`src/design/alu8_pkg.sv`:
```
package alu8_pkg;

    localparam int DATA_W      = 8;
    localparam int FUNC_W      = 4;
    localparam int NUM_CELLS   = DATA_W;
    localparam int IN_TDATA_W  = 24;
    localparam int OUT_TDATA_W = 16;

    localparam logic [FUNC_W-1:0] OP_ADD = 4'd0;
    localparam logic [FUNC_W-1:0] OP_SUB = 4'd1;
    localparam logic [FUNC_W-1:0] OP_MUL = 4'd2;
    localparam logic [FUNC_W-1:0] OP_DIV = 4'd3;
    localparam logic [FUNC_W-1:0] OP_MOD = 4'd4;
    localparam logic [FUNC_W-1:0] OP_INC = 4'd5;
    localparam logic [FUNC_W-1:0] OP_DEC = 4'd6;
    localparam logic [FUNC_W-1:0] OP_AND = 4'd7;
    localparam logic [FUNC_W-1:0] OP_OR  = 4'd8;
    localparam logic [FUNC_W-1:0] OP_XOR = 4'd9;
    localparam logic [FUNC_W-1:0] OP_NOT = 4'd10;
    localparam logic [FUNC_W-1:0] OP_SHL = 4'd11;
    localparam logic [FUNC_W-1:0] OP_SHR = 4'd12;
    localparam logic [FUNC_W-1:0] OP_CMP = 4'd13;

    // one request as it travels down the divider chain
    typedef struct packed {
        logic [FUNC_W-1:0] func;
        logic [DATA_W-1:0] divisor;
        logic [DATA_W-1:0] quo;     // dividend bits shift out high, quotient bits in low
        logic [DATA_W-1:0] rem;
        logic [DATA_W-1:0] res;     // result of the operations other than divide and modulo
        logic              cy;
        logic              wr;
    } stage_t;

endpackage

```
`src/design/alu_8bit_with_flags.sv`:
```
// channel   | dir | signals              | payload
// s_axis    | in  | tvalid tready tdata  | func, a_value, b_value
// m_axis    | out | tvalid tready tdata  | result_value, writes_accumulator, flags
//
// one request per cycle while not stalled; a request passes eight divider cells,
// each resolving one quotient bit, then the output register
// the whole chain moves together; it stalls only while the output
// register holds a result that m_axis has not taken
// reset clears the valid bits of the cells and of the output register
module alu_8bit_with_flags
    import alu8_pkg::*;
(
    input  logic                   clk,
    input  logic                   rst_n,
    input  logic                   s_axis_tvalid,
    output logic                   s_axis_tready,
    input  logic [IN_TDATA_W-1:0]  s_axis_tdata,   // func[3:0], a_value[11:4], b_value[19:12]
    output logic                   m_axis_tvalid,
    input  logic                   m_axis_tready,
    output logic [OUT_TDATA_W-1:0] m_axis_tdata    // result_value[7:0], writes_accumulator[8],
                                                   // carry_flag[9], zero_flag[10],
                                                   // negative_flag[11]
);

    logic                   advance;
    logic                   cell_valid [0:NUM_CELLS];
    stage_t                 cell_stage [0:NUM_CELLS];
    stage_t                 last;
    logic [DATA_W-1:0]      fin_res;
    logic                   fin_cy;
    logic                   fin_neg;
    logic                   out_valid_reg;
    logic [OUT_TDATA_W-1:0] out_data_reg;
    logic [OUT_TDATA_W-1:0] out_data_next;

    assign advance       = ~out_valid_reg | m_axis_tready;
    assign s_axis_tready = advance;

    alu8_front u_front (
        .func    (s_axis_tdata[FUNC_W-1:0]),
        .a_value (s_axis_tdata[FUNC_W+DATA_W-1:FUNC_W]),
        .b_value (s_axis_tdata[FUNC_W+2*DATA_W-1:FUNC_W+DATA_W]),
        .stage   (cell_stage[0])
    );
    assign cell_valid[0] = s_axis_tvalid;

    for (genvar i = 0; i < NUM_CELLS; i++)
    begin : g_cell
        alu8_div_cell u_cell (
            .clk       (clk),
            .rst_n     (rst_n),
            .en        (advance),
            .in_valid  (cell_valid[i]),
            .in_stage  (cell_stage[i]),
            .out_valid (cell_valid[i+1]),
            .out_stage (cell_stage[i+1])
        );
    end

    assign last = cell_stage[NUM_CELLS];

    always_comb
    begin
        fin_res = last.res;
        fin_cy  = last.cy;
        fin_neg = 1'b1;
        if (last.func == OP_DIV || last.func == OP_MOD)
        begin
            if (last.divisor == '0)
            begin
                fin_res = '0;
                fin_cy  = 1'b1;
            end
            else
            begin
                fin_res = (last.func == OP_DIV) ? last.quo : last.rem;
                fin_cy  = 1'b0;
            end
            fin_neg = (last.func == OP_DIV);
        end
        out_data_next = '0;
        out_data_next[DATA_W-1:0] = fin_res;
        out_data_next[DATA_W]     = last.wr;
        out_data_next[DATA_W+1]   = fin_cy;
        out_data_next[DATA_W+2]   = (fin_res == '0);
        out_data_next[DATA_W+3]   = fin_neg & fin_res[DATA_W-1];
    end

    always_ff @(posedge clk or negedge rst_n)
    begin
        if (!rst_n)
        begin
            out_valid_reg <= 1'b0;
        end
        else if (advance)
        begin
            out_valid_reg <= cell_valid[NUM_CELLS];
        end
    end

    always_ff @(posedge clk)
    begin
        if (advance)
        begin
            out_data_reg <= out_data_next;
        end
    end

    assign m_axis_tvalid = out_valid_reg;
    assign m_axis_tdata  = out_data_reg;

endmodule

```
`src/design/alu8_front.sv`:
```
module alu8_front
    import alu8_pkg::*;
(
    input  logic [FUNC_W-1:0] func,
    input  logic [DATA_W-1:0] a_value,
    input  logic [DATA_W-1:0] b_value,
    output stage_t            stage
);

    logic [2*DATA_W-1:0] prod;
    logic [DATA_W:0]     sum;
    logic [DATA_W:0]     diff;
    logic [DATA_W:0]     incr;
    logic [DATA_W:0]     decr;

    assign prod = a_value * b_value;
    assign sum  = {1'b0, a_value} + {1'b0, b_value};
    assign diff = {1'b0, a_value} - {1'b0, b_value};
    assign incr = {1'b0, a_value} + {{DATA_W{1'b0}}, 1'b1};
    assign decr = {1'b0, a_value} - {{DATA_W{1'b0}}, 1'b1};

    always_comb
    begin
        stage.func    = func;
        stage.divisor = b_value;
        stage.quo     = a_value;
        stage.rem     = '0;
        stage.res     = '0;
        stage.cy      = 1'b0;
        stage.wr      = 1'b1;
        unique case (func)
            OP_ADD:
            begin
                stage.res = sum[DATA_W-1:0];
                stage.cy  = sum[DATA_W];
            end
            OP_SUB:
            begin
                stage.res = diff[DATA_W-1:0];
                stage.cy  = diff[DATA_W];
            end
            OP_MUL:
            begin
                stage.res = prod[DATA_W-1:0];
                stage.cy  = |prod[2*DATA_W-1:DATA_W];
            end
            OP_DIV, OP_MOD:
            begin
                stage.res = '0;
            end
            OP_INC:
            begin
                stage.res = incr[DATA_W-1:0];
                stage.cy  = incr[DATA_W];
            end
            OP_DEC:
            begin
                stage.res = decr[DATA_W-1:0];
                stage.cy  = decr[DATA_W];
            end
            OP_AND: stage.res = a_value & b_value;
            OP_OR:  stage.res = a_value | b_value;
            OP_XOR: stage.res = a_value ^ b_value;
            OP_NOT: stage.res = ~a_value;
            OP_SHL:
            begin
                stage.res = {a_value[DATA_W-2:0], 1'b0};
                stage.cy  = a_value[DATA_W-1];
            end
            OP_SHR:
            begin
                stage.res = {1'b0, a_value[DATA_W-1:1]};
                stage.cy  = a_value[0];
            end
            OP_CMP:
            begin
                stage.res = diff[DATA_W-1:0];
                stage.cy  = diff[DATA_W];
                stage.wr  = 1'b0;
            end
            default:
            begin
                stage.res = '0;
                stage.wr  = 1'b0;
            end
        endcase
    end

endmodule

```
`src/design/alu8_div_cell.sv`:
```
module alu8_div_cell
    import alu8_pkg::*;
(
    input  logic   clk,
    input  logic   rst_n,
    input  logic   en,
    input  logic   in_valid,
    input  stage_t in_stage,
    output logic   out_valid,
    output stage_t out_stage
);

    logic            valid_reg;
    stage_t          stage_reg;
    stage_t          stage_next;
    logic [DATA_W:0] trial;
    logic [DATA_W:0] trial_diff;
    logic            fits;

    // one restoring division step: bring down the next dividend bit
    assign trial      = {in_stage.rem, in_stage.quo[DATA_W-1]};
    assign trial_diff = trial - {1'b0, in_stage.divisor};
    assign fits       = ~trial_diff[DATA_W];

    always_comb
    begin
        stage_next     = in_stage;
        stage_next.quo = {in_stage.quo[DATA_W-2:0], fits};
        stage_next.rem = fits ? trial_diff[DATA_W-1:0] : trial[DATA_W-1:0];
    end

    always_ff @(posedge clk or negedge rst_n)
    begin
        if (!rst_n)
        begin
            valid_reg <= 1'b0;
        end
        else if (en)
        begin
            valid_reg <= in_valid;
        end
    end

    always_ff @(posedge clk)
    begin
        if (en)
        begin
            stage_reg <= stage_next;
        end
    end

    assign out_valid = valid_reg;
    assign out_stage = stage_reg;

endmodule

```
`config.mk`:
```
export PLATFORM = sky130hd
export DESIGN_NAME = alu_8bit_with_flags
export DESIGN_NICKNAME = d
export VERILOG_FILES = /design/src/design/alu8_pkg.sv /design/src/design/alu_8bit_with_flags.sv /design/src/design/alu8_front.sv /design/src/design/alu8_div_cell.sv
export SDC_FILE = /design/constraint.sdc
export NUM_CORES = 1
export LEC_CHECK = 0
export BUFFER_PORTS_ARGS = -buffer_cell sky130_fd_sc_hd__buf_2
export CORE_UTILIZATION = 65
export CTS_BUF_LIST = sky130_fd_sc_hd__clkbuf_4
export DETAILED_ROUTE_END_ITERATION = 8
export GPL_TIMING_DRIVEN = 1
export PLACE_DENSITY = 0.81
export RECOVER_POWER = 25
export SYNTH_ARGS = -nofsm -noshare
export SYNTH_HDL_FRONTEND = slang
export SYNTH_SLANG_ARGS = --single-unit
```
`constraint.sdc`:
```
create_clock -name clk -period 12.6 [get_ports clk]
set_clock_uncertainty 0.05 [all_clocks]
set_input_delay 1.26 -clock clk [delete_from_list [all_inputs] [get_ports clk]]
set_output_delay 1.26 -clock clk [all_outputs]
set_load 0.05 [all_outputs]
```
==> results.cfg, run 1 <==
[hold_path]
hold_path_class = reg -> reg

[clock_tree]
clk_latency_ps = 650
cts_tree = built
hold_buffers = 0
cts-root-buf = clkbuf_4
postCtsSetupBuffers = 0
htree_levels = 3
cts.sinks = 325
postCtsResizedCells = 0
cts_buffers = 80
max-clock-path-buffers = 3
clk_pin_slew_ps = 70

[route]
wl_per_cell_um = 16.8
drc = 0
avgViaCountPerCell = 5.70
wl_um = 29900
drtIter0Drc = 762
postRouteAntennaNets = 0
first_pass_iters = 5
vias = 10200

[sta]
fin_crit_ps = 5710
slew_headroom_pct = 27.3
grt_setup_unrepaired = no
max_freq_mhz = 175
tightest_slew_ps = 1080
finalCritPeriodShare_pct = 45.3
setup_violations = 0
setup_tns_ps = 0
maxSlewViolCount = 0
hold_viol_final = 0

[finish]
finalNetCount = 1591
largest_register_ffs = 304
final_cell_mix = edfxtp_1, inv_1, ha_1, clkbuf_4, nor2_1
layout_commonest_cell = edfxtp_1
drive_above_1_share_pct = 17.6
final_cell_area_um2 = 18700
area_growth_pct = 8.97

[grt]
grt_pass1_wl_um = 48700
antenna_found_initial = 1
grt_start_max_net_pins = 203
grt_pass1_vias = 10300
overflow = 0
globalRouteTotalUtil_pct = 23.1

[floorplan]
fp.dieH_um = 165
dieWidth_um = 165
fp-row-count = 59
dieArea_um2 = 27100
start_util_pct = 66.2
io_pins = 46
core_area_um2 = 26000

[synthesis]
syn_area_per_cell_um2 = 13.3
ys_async_sr_fraction_pct = 2.77
synth.distinct_cells = 69
syn_area_um2 = 17200
ys_ff_latch = 325
synth_area_leaders = edfxtp_1, ha_1, fa_1
synth-edff-count = 316
syn_inst = 1297
yosys.area.top_type = edfxtp_1
yosysSeqAreaShare_pct = 56.5
yosys_most_used_dff = edfxtp_1
synth_top_area_share_pct = 55.2
ys_warn_count = 0

[power_and_ir_drop]
comb_power_share_pct = 42.3
switching_share_pct = 33.3
seqPwrFrac_pct = 40.8
vdd_drop_max_uv = 218
p_sw_w = 0.00165
intPower_w = 0.00330
clock_power_share_pct = 16.9
powerDensity_nw_per_um2 = 264
p_leak_nw = 7.75

[setup_path]
crit_buf_inv = 4
crit_path_start_kind = input pin
cp_common_cell = fa_1
crit_type = in -> reg
slowest_delay_ps = 560
worstPathRequired_ps = 12910
critPathSlowestCell = fa_1
worstPathMaxFanout = 14
rrSetupSlack_ps = 9460
cp_top_family = adder cells
cp_cell_sequence = buf_2, clkinv_1, nor2_1, ha_1, inv_1, fa_1, fa_1, fa_1, inv_1, ha_1, a21oi_1, o2bb2ai_1, a311oi_2, xor2_1, nand4_1, o41ai_2, nand4_1
end_kind = flip-flop
crit_arrival_ps = 6010

[placed_design]
port_buffers = 37
gp_congestion = 0.900
dp_hpwl_um = 21000
place_area_um2 = 17700

[run]
drv_cap = 0

[outcome]
outcome = finished clean
[power groups by stage]
stage	registers, W	logic [W]	clock network [W]
floorplan	0.00215	0.00165	0
global placement	0.00201	0.00198	0
detailed placement	0.00204	0.00208	0
CTS	0.00202	0.00210	0.000866
global route	0.00207	0.00230	0.000917
finish	0.00202	0.00209	0.000838
[per-layer routing]
layer / vias to the layer above / routed length, um / global-route usage (%)
li1: 4884 / - / -
met1: 4873 / 12100 / 26.8
met2: 325 / 15300 / 41.1
met3: 82 / 1590 / 4.39
met4: 0 / 965 / 11.1
met5: - / 0 / 0
[worst paths after layout]
kind / startpoint / endpoint / cells after the start
worst max-delay path: s_axis_tdata[5] / g_cell[0].u_cell.out_stage[1]$_DFFE_PP_ / 17
worst min-delay path: g_cell[4].u_cell.out_stage[21]$_DFFE_PP_ / g_cell[5].u_cell.out_stage[22]$_DFFE_PP_ / 0
worst max register to register: m_axis_tvalid$_DFFE_PN0P_ / g_cell[3].u_cell.out_stage[6]$_DFFE_PP_ / 3
worst min register to register: g_cell[4].u_cell.out_stage[21]$_DFFE_PP_ / g_cell[5].u_cell.out_stage[22]$_DFFE_PP_ / 0
max in group asynchronous: rst_n / g_cell[4].u_cell.out_valid$_DFFE_PN0P_ / 1
min in group asynchronous: rst_n / g_cell[0].u_cell.out_valid$_DFFE_PN0P_ / 1
[cells by family after synthesis]
| group | count (synthesis) | synth area share, % |
|---|---|---|
| flops | 325 | 56.5 |
| simple gates | 295 | 8.25 |
| compound gates | 196 | 7.65 |
| buf+inv | 185 | 4.18 |
| fa+ha+maj | 166 | 14.0 |
| mux | 79 | 6.04 |
| xor+xnor | 50 | 3.31 |
| other cells | 1 | 0.0218 |
[cells in the mapped netlist, drive strengths merged, types with 25 or more instances]
library cell / count
o21ai: 50
mux2i: 25
nor2: 93
ha: 121
inv: 152
xnor2: 30
edfxtp: 316
a21oi: 51
nor3: 27
fa: 45
nand2: 70
mux2: 52
nor2b: 38
[worst reg2reg max path: stages, from the launching register on]
cell and delay [ps]:
dfrtp_1 400, nand2b_4 570, buf_4 770, buf_12 800
[per-stage QoR]
| step | total power [W] | setup slack (ps) | hold slack [ps] | utilization [%] | cells |
|---|---|---|---|---|---|
| 5_1_grt | 0.00528 | 6590 | 330 | 72.1 | 1782 |
| 3_5_place_dp | 0.00412 | 6310 | 355 | 68.3 | 1650 |
| 4_1_cts | 0.00499 | 7000 | 301 | 72.1 | 1781 |
| 2_1_floorplan | 0.00380 | 589 | 350 | - | 1303 |
| 6_report | 0.00495 | 6890 | 328 | 72.1 | 1782 |
| 3_3_place_gp | 0.00399 | 6340 | 350 | 68.3 | 1650 |
[area by class of cell]
cell class              count  area [um^2]
multi-input cells         793         6800
diodes                      1         2.50
fillers                  1733         7250
clock buffers             115          863
inverters                 156          586
flip-flops and latches    325         9710
repair buffers             41          226
well taps                 335          419
clock inverters            16          128
(Power assumes the default switching activity.)
==> inputs of run 2 (changes only) <==
--- a/config.mk
+++ b/config.mk
@@ -5,12 +5,13 @@
 export SDC_FILE = /design/constraint.sdc
 export NUM_CORES = 1
 export LEC_CHECK = 0
+export ABC_AREA = 1
 export BUFFER_PORTS_ARGS = -buffer_cell sky130_fd_sc_hd__buf_2
-export CORE_UTILIZATION = 65
+export CORE_UTILIZATION = 59
 export CTS_BUF_LIST = sky130_fd_sc_hd__clkbuf_4
 export DETAILED_ROUTE_END_ITERATION = 8
 export GPL_TIMING_DRIVEN = 1
-export PLACE_DENSITY = 0.81
+export PLACE_DENSITY = 0.77
 export RECOVER_POWER = 25
 export SYNTH_ARGS = -nofsm -noshare
 export SYNTH_HDL_FRONTEND = slang
==> constraint.sdc (replaced) <==
create_clock -name clk -period 5.2 [get_ports clk]
set_clock_uncertainty 0.05 [all_clocks]
set_input_delay 0.52 -clock clk [delete_from_list [all_inputs] [get_ports clk]]
set_output_delay 0.52 -clock clk [all_outputs]
set_load 0.05 [all_outputs]
==> results.cfg, run 2 <==
[floorplan]
fp.dieH_um = 174
start_util_pct = 60.4
fp-row-count = 62
dieArea_um2 = 30200
io_pins = 46
core_area_um2 = 28900
dieWidth_um = 174

[sta]
fin_crit_ps = 4570
finalCritPeriodShare_pct = 87.9
grt_setup_unrepaired = no
max_freq_mhz = 219
maxSlewViolCount = 0
tightest_slew_ps = 996
setup_tns_ps = 0
hold_viol_final = 0
setup_violations = 0
slew_headroom_pct = 33.6

[synthesis]
synth.distinct_cells = 52
syn_area_per_cell_um2 = 11.1
ys_ff_latch = 325
yosys.area.top_type = edfxtp_1
synth_compound_area_share_pct = 7.04
muxShareOfSynthArea_pct = 0.610
synth-edff-count = 316
synthTopCellsByCount = edfxtp_1, nand2_1, inv_1, ha_1, a21oi_1
yosysMostFrequentCell = edfxtp_1
syn_inst = 1574
synth_top_family_by_area = adder cells
yosys.area_share.simple_pct = 13.5
yosys_most_used_dff = edfxtp_1
synth_top_area_share_pct = 54.5
synth_xor_area_share_pct = 2.31
ys_warn_count = 0
synth-adder-area-share_pct = 13.9
yosysSeqAreaShare_pct = 55.8
syn_area_um2 = 17400
synth_area_leaders = edfxtp_1, ha_1, nand2_1
ys_async_sr_fraction_pct = 2.77

[hold_path]
whs_path_depth = 1
min-delay-start = s_axis_tdata[2]
min_to = g_cell[0].u_cell.out_stage[36]$_DFFE_PP_
hold_path_class = in -> reg

[outcome]
outcome = finished clean

[clock_tree]
cts.sinks = 325
cts_buffers = 77
clk_latency_ps = 690
cts_tree = built
max-clock-path-buffers = 3
htree_levels = 3
cts-root-buf = clkbuf_4
postCtsResizedCells = 0
clk_pin_slew_ps = 60

[placed_design]
port_buffers = 37
dp_hpwl_um = 23200
dp.cells = 1979
gp_congestion = 0.902

[finish]
final_cell_mix = edfxtp_1, nand2_1, inv_1, ha_1, a21oi_1
area_growth_pct = 8.52
layout_commonest_cell = edfxtp_1
largest_register_ffs = 304
finalNetCount = 1871
drive_above_1_share_pct = 11.3
stdcell_count = 2112
utilization_pct = 65.5

[grt]
grt_pass1_vias = 11300
antenna_found_initial = 1
grt_pass1_wl_um = 52700
globalRouteTotalUtil_pct = 21.9
overflow = 0
grt_start_max_net_pins = 189

[power_and_ir_drop]
p_leak_nw = 8.49
powerDensity_nw_per_um2 = 622
vdd_drop_max_uv = 273

[setup_path]
worstPathRequired_ps = 5580
crit_arrival_ps = 4950
crit_type = in -> reg
worstRegToRegCells = 8
worstReg2RegEnd = g_cell[7].u_cell.out_stage[17]$_DFFE_PP_
worstReg2RegStart = g_cell[6].u_cell.out_stage[26]$_DFFE_PP_
end_kind = flip-flop
worstPathMaxFanout = 17
rrSetupSlack_ps = 2870
crit_path_start_kind = input pin

[route]
postRouteAntennaNets = 0
first_pass_iters = 5
drc = 0
wl_um = 32300
vias = 11400
wl_per_cell_um = 15.3
drtIter0Drc = 790
avgViaCountPerCell = 5.38

[run]
drv_cap = 0
-- run 2: cell count changes after synthesis, moves of 38 or more --
cell	previous run	this run
nand2_1	70	259
nor2b_1	38	0
a21oi_1	44	118
nand3_1	17	69
mux2_4	42	0
inv_1	151	257
-- run 2: how the worst max path moves through the flow --
stage | startpoint | end | slack, ps | cells past startpoint
2_1_floorplan | s_axis_tdata[6] | g_cell[0].u_cell.out_stage[1]$_DFFE_PP_ | 880 | 20
3_3_place_gp | s_axis_tdata[16] | g_cell[0].u_cell.out_stage[1]$_DFFE_PP_ | 410 | 20
3_5_place_dp | s_axis_tdata[16] | g_cell[0].u_cell.out_stage[1]$_DFFE_PP_ | 400 | 20
4_1_cts | s_axis_tdata[16] | g_cell[0].u_cell.out_stage[1]$_DFFE_PP_ | 1160 | 20
5_1_grt | s_axis_tdata[9] | g_cell[0].u_cell.out_stage[1]$_DFFE_PP_ | 550 | 21
6_report | s_axis_tdata[9] | g_cell[0].u_cell.out_stage[1]$_DFFE_PP_ | 630 | 18
-- run 2: kinds of logic (layout without fill, tap and decap cells) --
kind of cell,after synthesis,after routing
simple gates,525,525
flops,325,325
buf+inv,288,435
compound gates,213,213
fa+ha+maj,166,166
xor+xnor,46,46
mux,10,10
other cells,1,8
-- run 2: routing by layer --
metal | track usage [%] | vias to the layer above | routed length (um)
li1 | - | 5590 | -
met1 | 25.4 | 5341 | 12700
met2 | 39.0 | 327 | 16600
met3 | 3.25 | 97 | 1690
met4 | 11.9 | 0 | 1320
met5 | 0 | - | 0
-- run 2: worst max-delay path, cell delays in order --
cell and delay (ps):
clkbuf_1 720, nand2_1 200, fa_1 610, fa_1 440
fa_1 540, inv_1 60, fa_1 470, ha_1 370
nand2_1 90, nand2_1 80, a21oi_1 200, nand3_1 100
nand2_1 70, nand2_1 50, nor2_1 100, nand3_1 110
nand2_1 140, nand2_1 70
-- run 2: power breakdown --
group          total, W  switching [W]  internal (W)  leakage (nW)
combinational   0.00483        0.00310       0.00173          4.64
clock           0.00196       0.000948       0.00101         0.550
sequential      0.00498       0.000422       0.00456          3.30
-- run 2: repair_timing --
| action | 4_1_cts | 5_1_grt |
|---|---|---|
| buffers inserted | 0 | 0 |
| hold buffers | 3 | 0 |
| endpoints found under the hold margin | 11 | 0 |
-- run 2: stage by stage --
step	total power, W	instance area (um^2)	worst slack (ps)	hold slack, ps
floorplan	0.00900	17500	878	174
global placement	0.00961	18000	408	323
detailed placement	0.00983	18000	404	329
CTS	0.0118	18900	1160	3.60
global route	0.0127	18900	551	102
finish	0.0118	18900	627	157
-- run 2: layout make-up --
| class | instances | area [um^2] |
|---|---|---|
| clock inverter | 21 | 136 |
| multi-input combinational | 967 | 6530 |
| fill | 2213 | 9950 |
| inverter | 259 | 972 |
| antenna | 1 | 2.50 |
| tap | 384 | 480 |
| clock buffer | 108 | 811 |
| sequential | 325 | 9710 |
| timing repair buffer | 47 | 264 |
==> inputs of run 3 (changes only) <==
--- a/config.mk
+++ b/config.mk
@@ -7,11 +7,11 @@
 export LEC_CHECK = 0
 export ABC_AREA = 1
 export BUFFER_PORTS_ARGS = -buffer_cell sky130_fd_sc_hd__buf_2
-export CORE_UTILIZATION = 59
+export CORE_UTILIZATION = 44
 export CTS_BUF_LIST = sky130_fd_sc_hd__clkbuf_4
 export DETAILED_ROUTE_END_ITERATION = 8
 export GPL_TIMING_DRIVEN = 1
-export PLACE_DENSITY = 0.77
+export PLACE_DENSITY = 0.6
 export RECOVER_POWER = 25
 export SYNTH_ARGS = -nofsm -noshare
 export SYNTH_HDL_FRONTEND = slang
==> results.cfg, run 3 (synthesis results as in run 2) <==
[sta]
maxSlewViolCount = 0
max_freq_mhz = 222
setup_tns_ps = 0
tightest_slew_ps = 960
finalCritPeriodShare_pct = 86.6
setup_violations = 0
grt_setup_unrepaired = no
hold_viol_final = 0
slew_headroom_pct = 36.0
worst_slack_ps = 699
fin_crit_ps = 4500

[grt]
grt_util_met1_pct = 18.6
overflow = 0
grt_start_max_net_pins = 164
grt_pass1_wl_um = 54600
globalRouteTotalUtil_pct = 16.8
grt_pass1_vias = 11600
antenna_found_initial = 2
grt_util_met3_pct = 3.75
grt-busiest-layer = met2
grt_use_met2_pct = 30.4

[floorplan]
io_pins = 46
fp.dieH_um = 201
start_util_pct = 44.9
dieArea_um2 = 40400
dieWidth_um = 201
core_area_um2 = 38800
fp-row-count = 72

[clock_tree]
postCtsResizedCells = 0
htree_levels = 3
clk_pin_slew_ps = 50
max-clock-path-buffers = 3
clk_latency_ps = 680
cts-root-buf = clkbuf_4
cts.sinks = 325
cts_tree = built
cts_buffers = 83

[finish]
layout_commonest_cell = edfxtp_1
regArea_um2 = 9710
final_cell_mix = edfxtp_1, nand2_1, inv_1, ha_1, a21oi_1
multi_input_area_um2 = 6530
largest_register_ffs = 304
drive_above_1_share_pct = 11.7
area_growth_pct = 10.4
utilization_pct = 49.5
finalNetCount = 1882
fillers = 3539

[setup_path]
worstRegToRegCells = 9
worstPathMaxFanout = 11
cp_top_family = adder cells
rrSetupSlack_ps = 2890
worstReg2RegStart = g_cell[6].u_cell.out_stage[25]$_DFFE_PP_
worstPathRequired_ps = 5550
end_kind = flip-flop
crit_arrival_ps = 4850
slowest_delay_ps = 580
crit_start = s_axis_tdata[6]
cp_cell_sequence = clkbuf_1, nand2_1, fa_1, fa_1, fa_1, inv_1, fa_1, ha_1, nand2_1, nor2_1, nand3_1, nand4_1, nand2_1, nor2_1, nand3_1, nand2_1, nand2_1
worstReg2RegEnd = g_cell[7].u_cell.out_stage[17]$_DFFE_PP_
crit_buf_inv = 2
path_depth = 17
crit_path_end = g_cell[0].u_cell.out_stage[1]$_DFFE_PP_
critPathSlowestCell = clkbuf_1
crit_path_start_kind = input pin
cp_common_cell = nand2_1
crit_type = in -> reg

[power_and_ir_drop]
clock_power_share_pct = 18.2
switching_share_pct = 37.1
vdd_drop_max_uv = 229
powerDensity_nw_per_um2 = 621
seqPwrFrac_pct = 41.6
intPower_w = 0.00752
p_sw_w = 0.00443
p_leak_nw = 8.59
comb_power_share_pct = 40.2

[route]
drtIter0Drc = 499
wl_per_cell_um = 14.6
first_pass_iters = 4
wl_um = 32900
vias = 11200
avgViaCountPerCell = 4.94
drc = 0
postRouteAntennaNets = 0

[placed_design]
gp_congestion = 0.885
dp_hpwl_um = 24000
port_buffers = 37
pre_cts_slack_ps = 326

[hold_path]
hold_path_class = in -> reg

[outcome]
outcome = finished clean

[run]
drv_cap = 0
==> run 3: changes by cell type in the layout (fill, tap and decap cells not counted) <==
cell / previous run / this run
buf_12: 2 / 1
buf_2: 20 / 21
buf_4: 3 / 9
bufinv_16: 1 / 5
clkbuf_1: 19 / 18
clkbuf_4: 108 / 110
clkinv_1: 13 / 20
clkinv_2: 0 / 3
clkinv_4: 1 / 0
clkinvlp_4: 3 / 0
diode_2: 1 / 2
inv_6: 3 / 1
==> run 3: stage by stage <==
step / power, W / instance area (um^2) / hold WS, ps / cells
after detailed placement: 0.00985 / 18200 / 331 / 2118
after global routing: 0.0130 / 19200 / 120 / 2262
after floorplan: 0.00900 / 17500 / 174 / 1580
after CTS: 0.0121 / 19300 / 15.4 / 2260
after global placement: 0.00971 / 18200 / 325 / 2118
final: 0.0119 / 19200 / 154 / 2262
==> run 3: layout make-up <==
cell class                      instances  area share (%)
Multi-Input combinational cell        967            33.9
Tap cell                              518            3.37
Sequential cell                       325            50.5
Timing Repair Buffer                   52            1.51
Clock buffer                          110            4.29
Antenna cell                            2          0.0260
Clock inverter                         29            1.29
Inverter                              259            5.05
==> run 3: power groups by stage <==
stage / sequential (W) / combinational (W) / clock (W)
finish: 0.00497 / 0.00480 / 0.00218
global route: 0.00510 / 0.00547 / 0.00240
CTS: 0.00498 / 0.00484 / 0.00227
detailed placement: 0.00503 / 0.00482 / 0
global placement: 0.00500 / 0.00471 / 0
floorplan: 0.00510 / 0.00389 / 0
==> run 3: worst min path at each step <==
stage,from,endpoint,slack (ps),cells after the start
after CTS,s_axis_tdata[0],g_cell[0].u_cell.out_stage[34]$_DFFE_PP_,20,1
after detailed placement,rst_n,g_cell[0].u_cell.out_valid$_DFFE_PN0P_,330,1
final,s_axis_tdata[2],g_cell[0].u_cell.out_stage[36]$_DFFE_PP_,150,1
after floorplan,rst_n,g_cell[0].u_cell.out_valid$_DFFE_PN0P_,170,0
after global placement,rst_n,g_cell[0].u_cell.out_valid$_DFFE_PN0P_,320,1
after global routing,s_axis_tdata[2],g_cell[0].u_cell.out_stage[36]$_DFFE_PP_,120,1
==> run 3: per-layer routing <==
metal | wire length (um) | part of all wire, %
met1 | 13400 | 41
met2 | 16800 | 51
met3 | 1620 | 4.9
met4 | 1120 | 3.4
met5 | 0 | 0
==> run 3: worst reg2reg max path, delay by kind of cell, from the launching register on <==
kind | cells | cell delay (ps)
AND/OR/NAND/NOR | 3 | 360
buffers and inverters | 1 | 50
flip-flops | 1 | 360
adder cells (fa/ha/maj) | 2 | 680
AO/OA/AOI/OAI | 3 | 630
==> run 3: timing repair <==
action	CTS	global route
endpoints found under the hold margin	11	0
endpoints found under the setup margin	0	0
hold buffers	3	0
setup buffers	0	0
